<file path="config.mk">
export PLATFORM = sky130hd
export DESIGN_NAME = smbios_structure_table_walker
export DESIGN_NICKNAME = d
export VERILOG_FILES = /design/src/rtl/smbw_pkg.sv /design/src/rtl/smbw_cfg.sv /design/src/rtl/smbw_parse.sv /design/src/rtl/smbw_outq.sv /design/src/rtl/smbios_structure_table_walker.sv
export SDC_FILE = /design/constraint.sdc
export NUM_CORES = 1
export LEC_CHECK = 0
export BUFFER_PORTS_ARGS = -buffer_cell sky130_fd_sc_hd__clkbuf_2
export CORE_ASPECT_RATIO = 1.1
export CORE_MARGIN = 2
export CORE_UTILIZATION = 36
export CTS_CLUSTER_SIZE = 25
export DETAILED_ROUTE_END_ITERATION = 12
export HOLD_SLACK_MARGIN = 0.08
export PLACE_DENSITY = 0.62
export SLEW_MARGIN = 20
export SYNTH_ARGS = -nofsm -noshare
export SYNTH_HDL_FRONTEND = slang
export SYNTH_SLANG_ARGS = --single-unit
export TNS_END_PERCENT = 100
</file>
<file path="constraint.sdc">
create_clock -name clk -period 10.05 [get_ports clk]
set_clock_uncertainty 0.2 [all_clocks]
set_input_delay 0.5025 -clock clk [delete_from_list [all_inputs] [get_ports clk]]
set_output_delay 0.5025 -clock clk [all_outputs]
set_load 0.05 [all_outputs]
</file>
<file path="src/rtl/smbw_pkg.sv">
// Shared types and constants for the SMBIOS structure table walker.
package smbw_pkg;

  // Walk phase within one structure
  typedef enum logic [1:0] {
    PH_HEADER,
    PH_FORMAT,
    PH_STRINGS,
    PH_DONE
  } phase_t;

  // Result status codes
  localparam logic [2:0] ST_OK      = 3'd0;
  localparam logic [2:0] ST_SHORT   = 3'd1;
  localparam logic [2:0] ST_EXCEEDS = 3'd2;
  localparam logic [2:0] ST_END     = 3'd3;
  localparam logic [2:0] ST_TRUNC   = 3'd4;

  // Structure type that closes the table, and the wildcard handle
  localparam logic [7:0]  END_TYPE   = 8'd127;
  localparam logic [15:0] ANY_HANDLE = 16'hFFFF;

  // Register indexes (byte address / 4)
  localparam logic [2:0] REG_MATCH_MODE    = 3'd0;
  localparam logic [2:0] REG_TARGET_TYPE   = 3'd1;
  localparam logic [2:0] REG_TARGET_HANDLE = 3'd2;
  localparam logic [2:0] REG_STRING_INDEX  = 3'd3;
  localparam logic [2:0] REG_TABLE_LENGTH  = 3'd4;

  localparam int unsigned CFG_ADDR_BITS = 5;

  // Search configuration as seen by the parser
  typedef struct packed {
    logic        match_mode;
    logic [7:0]  target_type;
    logic [15:0] target_handle;
    logic [7:0]  string_index;
    logic [15:0] table_length;
  } cfg_t;

  // One result beat; struct_type sits in the lowest bits
  typedef struct packed {
    logic [2:0]  status;
    logic [15:0] string_offset;
    logic        string_found;
    logic        matched;
    logic [15:0] struct_offset;
    logic [15:0] struct_handle;
    logic [7:0]  struct_length;
    logic [7:0]  struct_type;
  } res_t;

  localparam int unsigned RES_BITS   = $bits(res_t);
  localparam int unsigned TDATA_BITS = ((RES_BITS + 7) / 8) * 8;

endpackage

</file>
<file path="src/rtl/smbw_cfg.sv">
// APB register file holding the search configuration.
module smbw_cfg
  import smbw_pkg::*;
(
  input  logic                     clk,
  input  logic                     rst_n,
  input  logic                     psel,
  input  logic                     penable,
  input  logic                     pwrite,
  input  logic [CFG_ADDR_BITS-1:0] paddr,
  input  logic [31:0]              pwdata,
  output logic [31:0]              prdata,
  output cfg_t                     cfg
);

  cfg_t       cfg_r;
  logic       wr_en;
  logic [2:0] reg_idx;

  assign wr_en   = psel && penable && pwrite;
  assign reg_idx = paddr[CFG_ADDR_BITS-1:2];
  assign cfg     = cfg_r;

  // Write the addressed register
  always_ff @(posedge clk) begin
    if (!rst_n) begin
      cfg_r.match_mode    <= 1'b0;
      cfg_r.target_type   <= 8'd0;
      cfg_r.target_handle <= ANY_HANDLE;
      cfg_r.string_index  <= 8'd0;
      cfg_r.table_length  <= 16'd0;
    end else if (wr_en) begin
      case (reg_idx)
        REG_MATCH_MODE:    cfg_r.match_mode    <= pwdata[0];
        REG_TARGET_TYPE:   cfg_r.target_type   <= pwdata[7:0];
        REG_TARGET_HANDLE: cfg_r.target_handle <= pwdata[15:0];
        REG_STRING_INDEX:  cfg_r.string_index  <= pwdata[7:0];
        REG_TABLE_LENGTH:  cfg_r.table_length  <= pwdata[15:0];
        default: ;
      endcase
    end
  end

  // Read back the addressed register
  always_comb begin
    case (reg_idx)
      REG_MATCH_MODE:    prdata = {31'd0, cfg_r.match_mode};
      REG_TARGET_TYPE:   prdata = {24'd0, cfg_r.target_type};
      REG_TARGET_HANDLE: prdata = {16'd0, cfg_r.target_handle};
      REG_STRING_INDEX:  prdata = {24'd0, cfg_r.string_index};
      REG_TABLE_LENGTH:  prdata = {16'd0, cfg_r.table_length};
      default:           prdata = 32'd0;
    endcase
  end

endmodule

</file>
<file path="src/rtl/smbw_parse.sv">
// Per-byte walk state and result formation for one table byte.
module smbw_parse
  import smbw_pkg::*;
#(
  parameter int unsigned OFFSET_BITS = 16
) (
  input  logic       clk,
  input  logic       rst_n,
  input  logic       accept,
  input  logic [7:0] table_byte,
  input  logic       last_byte,
  input  cfg_t       cfg,
  output logic       res_valid,
  output res_t       res
);

  phase_t                 phase_r, phase_nxt;
  logic [OFFSET_BITS-1:0] byte_offset_r, byte_offset_nxt;
  logic [OFFSET_BITS-1:0] struct_start_r, struct_start_nxt;
  logic [OFFSET_BITS-1:0] found_offset_r, found_offset_nxt;
  logic [1:0]             header_count_r, header_count_nxt;
  logic [7:0]             cur_type_r, cur_type_nxt;
  logic [7:0]             cur_length_r, cur_length_nxt;
  logic [15:0]            cur_handle_r, cur_handle_nxt;
  logic [7:0]             string_number_r, string_number_nxt;
  logic                   previous_zero_r, previous_zero_nxt;
  logic                   found_flag_r, found_flag_nxt;

  logic                   walk_rst;
  logic                   emit;
  logic                   emit_match;
  logic                   emit_strings;
  logic                   emit_found;
  logic [OFFSET_BITS-1:0] emit_found_off;
  logic [2:0]             emit_status;
  logic [OFFSET_BITS-1:0] pos;
  logic                   first;
  logic                   is_match;
  logic [7:0]             sn_inc;
  logic [31:0]            start_w;
  logic [31:0]            found_w;

  assign pos    = byte_offset_r - struct_start_r;
  assign first  = (33'(pos) == 33'(cur_length_r));
  assign sn_inc = string_number_r + 8'd1;

  // Search match on the header of the structure in hand
  always_comb begin
    if (cfg.match_mode) begin
      is_match = (cur_handle_nxt == cfg.target_handle);
    end else begin
      is_match = (cur_type_nxt == cfg.target_type) &&
                 ((cfg.target_handle == ANY_HANDLE) || (cur_handle_nxt > cfg.target_handle));
    end
  end

  // Next walk state
  always_comb begin
    phase_nxt         = phase_r;
    byte_offset_nxt   = byte_offset_r;
    struct_start_nxt  = struct_start_r;
    found_offset_nxt  = found_offset_r;
    header_count_nxt  = header_count_r;
    cur_type_nxt      = cur_type_r;
    cur_length_nxt    = cur_length_r;
    cur_handle_nxt    = cur_handle_r;
    string_number_nxt = string_number_r;
    previous_zero_nxt = previous_zero_r;
    found_flag_nxt    = found_flag_r;
    walk_rst          = 1'b0;
    emit              = 1'b0;
    emit_match        = 1'b0;
    emit_strings      = 1'b0;
    emit_found        = 1'b0;
    emit_found_off    = '0;
    emit_status       = ST_OK;
    if (accept) begin
      walk_rst = last_byte;
      if (phase_r != PH_DONE) begin
        byte_offset_nxt = byte_offset_r + OFFSET_BITS'(1);
        case (phase_r)
          PH_HEADER: begin
            case (header_count_r)
              2'd0: begin
                struct_start_nxt = byte_offset_r;
                cur_type_nxt     = table_byte;
                cur_length_nxt   = 8'd0;
                cur_handle_nxt   = 16'd0;
                header_count_nxt = 2'd1;
              end
              2'd1: begin
                cur_length_nxt   = table_byte;
                header_count_nxt = 2'd2;
              end
              2'd2: begin
                cur_handle_nxt   = {8'd0, table_byte};
                header_count_nxt = 2'd3;
              end
              default: begin
                cur_handle_nxt   = {table_byte, cur_handle_r[7:0]};
                header_count_nxt = 2'd0;
                if (cur_length_r < 8'd4) begin
                  emit        = 1'b1;
                  emit_status = ST_SHORT;
                  phase_nxt   = PH_DONE;
                end else if (33'(struct_start_r) + 33'(cur_length_r) >
                             33'(cfg.table_length)) begin
                  emit        = 1'b1;
                  emit_status = ST_EXCEEDS;
                  phase_nxt   = PH_DONE;
                end else begin
                  phase_nxt         = (cur_length_r == 8'd4) ? PH_STRINGS : PH_FORMAT;
                  string_number_nxt = 8'd0;
                  previous_zero_nxt = 1'b0;
                  found_flag_nxt    = 1'b0;
                  found_offset_nxt  = '0;
                end
              end
            endcase
          end
          PH_FORMAT: begin
            if (33'(pos) + 33'd1 >= 33'(cur_length_r)) begin
              phase_nxt = PH_STRINGS;
            end
          end
          default: begin
            if (table_byte == 8'd0) begin
              if (first) begin
                // empty string area: no strings can match
                string_number_nxt = 8'd255;
                previous_zero_nxt = 1'b1;
              end else if (previous_zero_r) begin
                // double zero closes the structure; report strings found so far
                emit           = 1'b1;
                emit_match     = is_match;
                emit_strings   = 1'b1;
                emit_found     = found_flag_r;
                emit_found_off = found_offset_r;
                emit_status    = (cur_type_r == END_TYPE) ? ST_END : ST_OK;
                if (is_match || (cur_type_r == END_TYPE)) begin
                  phase_nxt = PH_DONE;
                end else begin
                  phase_nxt         = PH_HEADER;
                  header_count_nxt  = 2'd0;
                  string_number_nxt = 8'd0;
                  previous_zero_nxt = 1'b0;
                  found_offset_nxt  = '0;
                  found_flag_nxt    = 1'b0;
                end
              end else begin
                previous_zero_nxt = 1'b1;
              end
            end else begin
              // count a new string on its first byte
              if ((first || previous_zero_r) && (string_number_r != 8'd255)) begin
                string_number_nxt = sn_inc;
                if ((cfg.string_index != 8'd0) && (sn_inc == cfg.string_index)) begin
                  found_flag_nxt   = 1'b1;
                  found_offset_nxt = byte_offset_r;
                end
              end
              previous_zero_nxt = 1'b0;
            end
          end
        endcase
        // stream ends inside a structure
        if (last_byte && !emit) begin
          emit           = 1'b1;
          emit_strings   = 1'b1;
          emit_found     = found_flag_nxt;
          emit_found_off = found_offset_nxt;
          emit_status    = ST_TRUNC;
        end
      end
    end
  end

  assign start_w = 32'(struct_start_nxt);
  assign found_w = 32'(emit_found_off);

  // Result fields from the updated walk state
  always_comb begin
    res_valid         = emit;
    res.struct_type   = cur_type_nxt;
    res.struct_length = cur_length_nxt;
    res.struct_handle = cur_handle_nxt;
    res.struct_offset = start_w[15:0];
    res.matched       = emit_match;
    res.string_found  = emit_strings && emit_found;
    res.string_offset = (emit_strings && emit_found) ? found_w[15:0] : 16'd0;
    res.status        = emit_status;
  end

  // Hold walk state; last byte returns it to the start
  always_ff @(posedge clk) begin
    if (!rst_n || walk_rst) begin
      phase_r         <= PH_HEADER;
      byte_offset_r   <= '0;
      struct_start_r  <= '0;
      found_offset_r  <= '0;
      header_count_r  <= 2'd0;
      cur_type_r      <= 8'd0;
      cur_length_r    <= 8'd0;
      cur_handle_r    <= 16'd0;
      string_number_r <= 8'd0;
      previous_zero_r <= 1'b0;
      found_flag_r    <= 1'b0;
    end else begin
      phase_r         <= phase_nxt;
      byte_offset_r   <= byte_offset_nxt;
      struct_start_r  <= struct_start_nxt;
      found_offset_r  <= found_offset_nxt;
      header_count_r  <= header_count_nxt;
      cur_type_r      <= cur_type_nxt;
      cur_length_r    <= cur_length_nxt;
      cur_handle_r    <= cur_handle_nxt;
      string_number_r <= string_number_nxt;
      previous_zero_r <= previous_zero_nxt;
      found_flag_r    <= found_flag_nxt;
    end
  end

endmodule

</file>
<file path="src/rtl/smbw_outq.sv">
// Two-entry result buffer between the parser and the output channel.
module smbw_outq
  import smbw_pkg::*;
(
  input  logic clk,
  input  logic rst_n,
  input  logic push,
  input  res_t push_data,
  output logic has_room,
  output logic pop_valid,
  input  logic pop_ready,
  output res_t pop_data
);

  res_t       slot0_r, slot0_nxt;
  res_t       slot1_r, slot1_nxt;
  logic [1:0] count_r, count_nxt;
  logic       pop;

  assign pop       = pop_valid && pop_ready;
  assign pop_valid = (count_r != 2'd0);
  assign pop_data  = slot0_r;
  assign has_room  = (count_r != 2'd2);

  // Advance the queue: slot0 is the head
  always_comb begin
    slot0_nxt = slot0_r;
    slot1_nxt = slot1_r;
    count_nxt = count_r;
    case ({push, pop})
      2'b10: begin
        if (count_r == 2'd0) begin
          slot0_nxt = push_data;
        end else begin
          slot1_nxt = push_data;
        end
        count_nxt = count_r + 2'd1;
      end
      2'b01: begin
        slot0_nxt = slot1_r;
        count_nxt = count_r - 2'd1;
      end
      2'b11: begin
        if (count_r == 2'd1) begin
          slot0_nxt = push_data;
        end else begin
          slot0_nxt = slot1_r;
          slot1_nxt = push_data;
        end
      end
      default: ;
    endcase
  end

  always_ff @(posedge clk) begin
    if (!rst_n) begin
      count_r <= 2'd0;
    end else begin
      count_r <= count_nxt;
    end
  end

  always_ff @(posedge clk) begin
    slot0_r <= slot0_nxt;
    slot1_r <= slot1_nxt;
  end

endmodule

</file>
<file path="src/rtl/smbios_structure_table_walker.sv">
// SMBIOS structure table walker: top level with stream and register ports.
//
// Feed the structure table one byte per input beat (in_tdata), with in_tlast
// on the final byte of the table. For each structure that ends, and for each
// header error or truncated table, one result beat leaves on out_*: header
// fields, start offset, search match, requested string location and status.
// A match, an error or an end-of-table structure stops the search; bytes are
// then swallowed until in_tlast, which returns the walk to the table start.
// Program the search over the APB port while the block is idle.
//
// Throughput: one byte per cycle while in_tready is high. A byte is consumed
// in the cycle it is accepted; its result is registered in the result buffer.
// A two-entry result buffer sits in front of the output: a stalled receiver
// is absorbed by it, and in_tready drops only while both entries are full.
// Reset (synchronous, rst_n low) clears the walk and the buffer and loads
// the register defaults (target_handle 0xFFFF, all else zero).
module smbios_structure_table_walker
  import smbw_pkg::*;
#(
  parameter int unsigned OFFSET_BITS = 16
) (
  input  logic                     clk,
  input  logic                     rst_n,
  // stream input: [7:0] table_byte; in_tlast carries last_byte
  input  logic                     in_tvalid,
  output logic                     in_tready,
  input  logic [7:0]               in_tdata,
  input  logic                     in_tlast,
  // results: [7:0] struct_type, [15:8] struct_length, [31:16] struct_handle,
  // [47:32] struct_offset, [48] matched, [49] string_found,
  // [65:50] string_offset, [68:66] status, [71:69] zero
  output logic                     out_tvalid,
  input  logic                     out_tready,
  output logic [TDATA_BITS-1:0]    out_tdata,
  // register port
  input  logic                     cfg_psel,
  input  logic                     cfg_penable,
  input  logic                     cfg_pwrite,
  input  logic [CFG_ADDR_BITS-1:0] cfg_paddr,
  input  logic [31:0]              cfg_pwdata,
  output logic [31:0]              cfg_prdata,
  output logic                     cfg_pready
);

  cfg_t cfg;
  res_t res;
  res_t head;
  logic res_valid;
  logic in_beat;

  assign cfg_pready = 1'b1;
  assign in_beat    = in_tvalid && in_tready;

  smbw_cfg u_cfg (
    .clk     (clk),
    .rst_n   (rst_n),
    .psel    (cfg_psel),
    .penable (cfg_penable),
    .pwrite  (cfg_pwrite),
    .paddr   (cfg_paddr),
    .pwdata  (cfg_pwdata),
    .prdata  (cfg_prdata),
    .cfg     (cfg)
  );

  smbw_parse #(
    .OFFSET_BITS (OFFSET_BITS)
  ) u_parse (
    .clk        (clk),
    .rst_n      (rst_n),
    .accept     (in_beat),
    .table_byte (in_tdata),
    .last_byte  (in_tlast),
    .cfg        (cfg),
    .res_valid  (res_valid),
    .res        (res)
  );

  smbw_outq u_outq (
    .clk       (clk),
    .rst_n     (rst_n),
    .push      (res_valid),
    .push_data (res),
    .has_room  (in_tready),
    .pop_valid (out_tvalid),
    .pop_ready (out_tready),
    .pop_data  (head)
  );

  // Pad the result to whole bytes
  assign out_tdata = TDATA_BITS'(head);

endmodule

</file>
# Word-level counts from Yosys, hierarchy flattened
# Cells that the tools add are included.
# W data, S select, Z words.
dict set report totals {
  register_bits 283
  input_bits 53
  output_inout_bits 107
  word_cells 249
}
dict set report op_classes {
  add_sub_neg 7
  n_lt_le_gt_ge 4
  n_eq_ne 33
  muxes 127
  n_bitwise 1
  n_reduce_logical 44
}
# cell n
set op_table {}
lappend op_table {{$mux W16} 24}
lappend op_table {{$mux W69} 4}
lappend op_table {{$pmux W69 S3} 1}
lappend op_table {{$pmux W69 S2} 1}
lappend op_table {{$mux W8} 15}
lappend op_table {{$pmux W16 S5} 1}
lappend op_table {{$pmux W16 S3} 1}
lappend op_table {{$mux W1} 46}
lappend op_table {{$ge A33 B8 Y1} 1}
lappend op_table {{$gt A33 B16 Y1} 1}
lappend op_table {{$pmux W16 S2} 1}
lappend op_table {{$pmux W8 S2} 2}
lappend op_table {{$mux W2} 15}
lappend op_table {{$mux W3} 8}
lappend op_table {{$ne A2 B2 Y1 const B} 9}
lappend op_table {{$add A16 B1 Y17 const B} 1}
lappend op_table {{$add A16 B8 Y17} 1}
lappend op_table {{$add A16 B1 Y16 const B} 1}
lappend op_table {{$eq A16 B16 Y1} 1}
lappend op_table {{$eq A16 B16 Y1 const B} 1}
lappend op_table {{$eq A16 B8 Y1} 1}
lappend op_table {{$eq A8 B8 Y1} 2}
lappend op_table {{$gt A16 B16 Y1} 1}
lappend op_table {{$sub A16 B16 Y16} 1}
lappend op_table {{other kinds (37)} 76}

# Longest topological paths before layout
dict set report depth {
  ltp_word 22
  mapped_depth 27
  mapped_depth_nobuf 25
}

# By module
# Synthesis repeated with hierarchy kept, for this count alone.
dict set report hier_totals {
  cells_unflattened 1778
  hier_area_um2 17192.7
}
# mod instances cells_each area_each_um2 seq_area_each_um2
set by_module_without_submodules {}
lappend by_module_without_submodules {smbw_parse 1 1016 8136.6 1881.8}
lappend by_module_without_submodules {smbw_outq 1 475 6560.0 4184.0}
lappend by_module_without_submodules {smbw_cfg 1 280 2452.4 980.9}
lappend by_module_without_submodules {smbios_structure_table_walker 1 7 43.8 0.0}

# Worst setup path after synthesis
# No wires, ideal clock.
dict set report synth_path {
  kind {register to register}
  start {register u_parse.cur_length_r[1]}
  end {register u_outq.slot0_r, in the netlist u_outq.pop_data[0] (enable)}
  setup_time_ns 0.591
  arrival_time_ns 8.209
  required_ns 9.259
  slack_ns 1.050
  stages_incl_launch_ff 21
  path_buffers 0
  synth_period_minus_slack_ns 9.000
  cell_sequence {dfxtp_1 > ha_1 > a21o_1 > a21oi_1 > o21bai_1 > a21oi_1 > o21bai_1 > a21oi_1 > nor2b_1 > o21ai_0 > nor2_1 > xnor2_1 > ha_1 > nand4_1 > a211oi_1 > o21ai_0 > a21oi_1 > nor2_1 > a21oi_1 > inv_1 > o21ai_0}
}
dict set report synth_via {
  elab_chain_cells 16
  word_cells_on_any_way 23
  cone_classes {1 x add/sub; 2 x order compare; 5 x eq/ne; 11 x mux; 4 x reduce/logical}
}
# element line_no
set synth_lines {}
lappend synth_lines {{start, declared} smbw_parse.sv:23} ;# logic [7:0] cur_length_r, cur_length_nxt;
lappend synth_lines {{start signal, assigned} smbw_parse.sv:215} ;# cur_length_r <= cur_length_nxt;
lappend synth_lines {{$add A16 B8 Y17} smbw_parse.sv:106} ;# end else if (33'(struct_start_r) + 33'(cur_length_r) >
lappend synth_lines {{$gt A33 B16 Y1} smbw_parse.sv:106}
lappend synth_lines {{$mux W1} smbw_parse.sv:106}
lappend synth_lines {{$mux W1} smbw_parse.sv:102} ;# if (cur_length_r < 8'd4) begin
lappend synth_lines {{$mux W1} smbw_parse.sv:83} ;# case (header_count_r)
lappend synth_lines {{$pmux W1 S2 (*)} smbw_parse.sv:81} ;# case (phase_r)
lappend synth_lines {{$mux W1 (*)} smbw_parse.sv:79} ;# if (phase_r != PH_DONE) begin
lappend synth_lines {{$mux W1 (*)} smbw_parse.sv:77} ;# if (accept) begin
lappend synth_lines {{$logic_not A1 Y1} smbw_parse.sv:167} ;# if (last_byte && !emit) begin
lappend synth_lines {{$logic_and A1 B1 Y1} smbw_parse.sv:167}
lappend synth_lines {{$mux W1 (*)} smbw_parse.sv:167}
lappend synth_lines {{$mux W1 (*)} smbw_parse.sv:79}
lappend synth_lines {{$mux W1 (*)} smbw_parse.sv:77}
lappend synth_lines {{$eq A2 B2 Y1 / $eq A2 B1 Y1 (equally long branches)} smbw_outq.sv:30} ;# case ({push, pop})
lappend synth_lines {{$ne A2 B1 Y1 (no source line) / $reduce_bool A3 Y1 (equally long branches)} -}
lappend synth_lines {{$reduce_and A2 Y1 (no source line) (*)} -}
lappend synth_lines {{end signal, assigned} smbw_outq.sv:64} ;# slot0_r <= slot0_nxt;
lappend synth_lines {{end, declared} smbw_outq.sv:15} ;# res_t slot0_r, slot0_nxt;
# Mark *: on every way between the ends. The rest lies on a longest branch, timed or not. The select of a mux whose other input is x is not followed.
# A chain may end at the register's enable or synchronous reset.

==> metrics.txt <==
starting density of the core 36.36%; Switching Fraction 36.44%; Setup crit end kind register; CP Buf/Inv Count 0; # DRC 0; ANT cells 0; Setup TNS Final 0 ns; placer's final routability congestion estimate about 0.96; Post-Syn Instances 1,559; xor and xnor area share after synthesis roughly 4.4%; highest clock rate 145.5 MHz; CP Class register to register; Die Width about 200 um; P_sw roughly 1.3 mW; clk sinks approximately 280; layout cell share with drive strength beyond 1 14.58%; Layout Nets 1,794; Final min period approximately 7 ns; startpoint type of the worst setup path register; Final Util 41.68%; final setup vio count 0; library cells used by synthesis 79; Core Rows 79; first-pass GRT wire length 64.14 mm; pin count of the biggest net entering global routing 70; mux contribution to synthesized area around 3.7%; largest family of logic cells by synthesized area compound AO/OA/AOI/OAI gates; ANT nets after route 0; Post-CTS Resized 0; clock power share a little under a third; status finished, final reports clean; FF+latch count, synth between 200 and 300; die area about 44,000 sq um; final worst slack ~3.2 ns; largest area contributor in the netlist edfxtp_1; maximum single-stage delay on the critical path roughly 0.60 ns; Worst-path clk slew around 0.060 ns; gr usage total between 10% and 20%; total congestion overflow 0; Lkg Pwr about 7.1 nW; die height between 200 and 250 um; CTS tree done; CP dominant cell by count a21oi_1; Flop pwr share 40.6%; synth top area cells edfxtp_1, dfxtp_1, ha_1, nand2_1, mux2i_1; Hold WC Path Type input port to register; Req. time, crit path 10.12 ns; Max Cap Viol 0; Tightest Pin Transition 0.9985 ns; post-synth top area share a little over a quarter; part of the cycle the worst path needs around two thirds; maximum VDD drop between 0.1 and 0.15 mV; max-slew violation count 0; Port-buffer cells approximately 120; clock latency on the worst-skew pair approximately 0.58 ns; Fin. Hold Viols 0; # H-tree levels 1; Area Overhead vs Synth 14.62%; Layout fillers around 4,100; YS warnings 0; Synth Cell Area 15,310 sq um; wire length per cell ~18 um; Comb power frac 28.9%; root buffer selected by CTS clkbuf_16; commonest non-fill, non-tap cell in the layout nand2_1; CTS buffer count 30; Synth async-reset ratio 0%; drt pass-1 iters 7; Pwr Density between 200 and 250 nW/um^2; vias in the first global route approximately 12,000; sequential-to-total area share from yosys stat 46.02%; ys flop type dfxtp_1; DR vias 11,990; total power approximately 3.7 mW; Int Pwr roughly 2.3 mW; slowest CP cell a2bb2oi_4; Compound-Gate Fraction of Synth Area 18.64%; hold_ws between 0.2 and 0.25 ns; adder-cell share of the synthesized area 6.472%; RSZ-0062 raised after global routing false; Slew HR between 30% and 40%; most frequent cells in the layout nand2_1, dfxtp_1, edfxtp_1; I/O pin count between 150 and 200; core area approximately 42,000 sq um; crit-path leading delay family compound AO/OA/AOI/OAI gates; fraction of the mapped netlist area in simple logic gates ~14%; routed vias/inst approximately 5.3; initial antenna violation count 1; Iteration-0 DRC Markers a little under 900; crit path DAT ~7 ns; total wire length slightly above 40 mm; Post-synth EDFFs 138; DP Worst Slack 3.362 ns; Syn Area/Cell just under 10 sq um; clk buf depth 3; Post-DP HPWL about 29 mm; CP Max Fanout 20
==> registers in the layout (all words and copies together) (netlist names) <==
register / count
u_parse.previous_zero_r: 1
u_outq.slot1_r: 69
u_parse.found_flag_r: 1
u_parse.string_number_r: 8
u_parse.byte_offset_r: 16
u_parse.cur_length_r: 8
u_parse.found_offset_r: 16
u_parse.struct_start_r: 16
u_parse.cur_type_r: 8
u_outq.pop_data: 69
u_parse.phase_r: 2
u_cfg.cfg: 49
u_parse.header_count_r: 2
u_parse.cur_handle_r: 16
u_outq.count_r: 2
==> worst reg2reg max path, delay by kind of cell (launching register included) <==
kind / cells / cell delay (ns)
AOI/OAI and AO/OA: 15 / 3.71
adders and majority gates: 3 / 0.90
DFF: 1 / 0.45
and+or+nand+nor: 6 / 1.07
xor gates and xnor gates: 1 / 0.25
==> cells in the mapped netlist, types with 6 or more instances <==
master,n
edfxtp_1,138
buf_4,20
and3_1,13
o211ai_1,22
a211oi_2,8
a21boi_0,17
nand4_1,21
o31ai_1,9
clkbuf_1,49
inv_1,121
a221oi_1,7
dfxtp_1,145
nor4_1,9
nand3_1,29
a21oi_1,63
o31ai_2,9
mux2_2,6
xnor2_1,42
a31oi_1,12
a221oi_2,11
mux2i_1,48
nand2b_1,8
nor2_1,104
or4_1,7
a22oi_1,27
and2_1,22
ha_1,76
nor3_1,14
buf_2,12
o21ai_0,78
a211oi_1,22
nand2_1,184
buf_1,9
a22o_1,49
xor2_1,28
nor2b_1,28
a21o_1,11
==> per-layer routing <==
metal | GRT usage [%] | routed length (um) | part of all wire (%) | up-vias
met2 | 31.22 | 19220 | 47 | 367
met5 | 0 | 12 | 0.029 | -
li1 | - | - | - | 5772
met3 | 2.798 | 2165 | 5.3 | 71
met4 | 4.568 | 916 | 2.2 | 2
met1 | 23.85 | 18410 | 45 | 5777
==> power groups by stage <==
stage,clock network (mW),registers [mW],logic (mW)
2_1_floorplan,0,1.89,0.460
3_3_place_gp,0,1.52,1.05
3_5_place_dp,0,1.52,1.07
4_1_cts,1.15,1.50,1.07
5_1_grt,1.19,1.52,1.14
6_report,1.13,1.50,1.07
==> kinds of logic (layout without fill, tap and decap cells) <==
group / after synthesis / in the layout
other cells: 2 / 20
flops: 283 / 283
fa+ha+maj: 78 / 78
buf+inv: 217 / 327
xor+xnor: 73 / 73
mux: 55 / 55
simple gates: 467 / 467
compound gates: 384 / 384
==> cell type report <==
cell class | instances | area, sq um | area share, %
clock buffers | 46 | 903.4 | 5.147
clock inverters | 10 | 111.4 | 0.6345
inverters | 122 | 462.9 | 2.638
multi-input cells | 1077 | 7453 | 42.47
flip-flops and latches | 283 | 7047 | 40.15
well taps | 567 | 709.4 | 4.042
repair buffers | 149 | 863.3 | 4.919
==> what timing repair did <==
| action | CTS | global route |
|---|---|---|
| hold buffers | 16 | 0 |
| endpoints found under the hold margin | 42 | 0 |
| buffers inserted | 0 | 0 |
==> final timing paths <==
kind	startpoint	endpoint	slack, ns	cells past startpoint
max	u_parse.cur_length_r[1]	u_outq.pop_data[51]	3.18	25
min	in_tdata[4]	u_parse.cur_type_r[4]	0.21	3
max reg2reg	u_parse.cur_length_r[1]	u_outq.pop_data[51]	3.18	25
min reg2reg	u_cfg.cfg[3]	u_cfg.cfg[3]	0.29	2
==> through the flow <==
stage	cell area (sq um)	cells
floorplan	15380	1577
global placement	16340	2181
detailed placement	16360	2181
CTS	17540	2253
global route	17550	2254
finish	17550	2254
(Power assumes the default switching activity.)
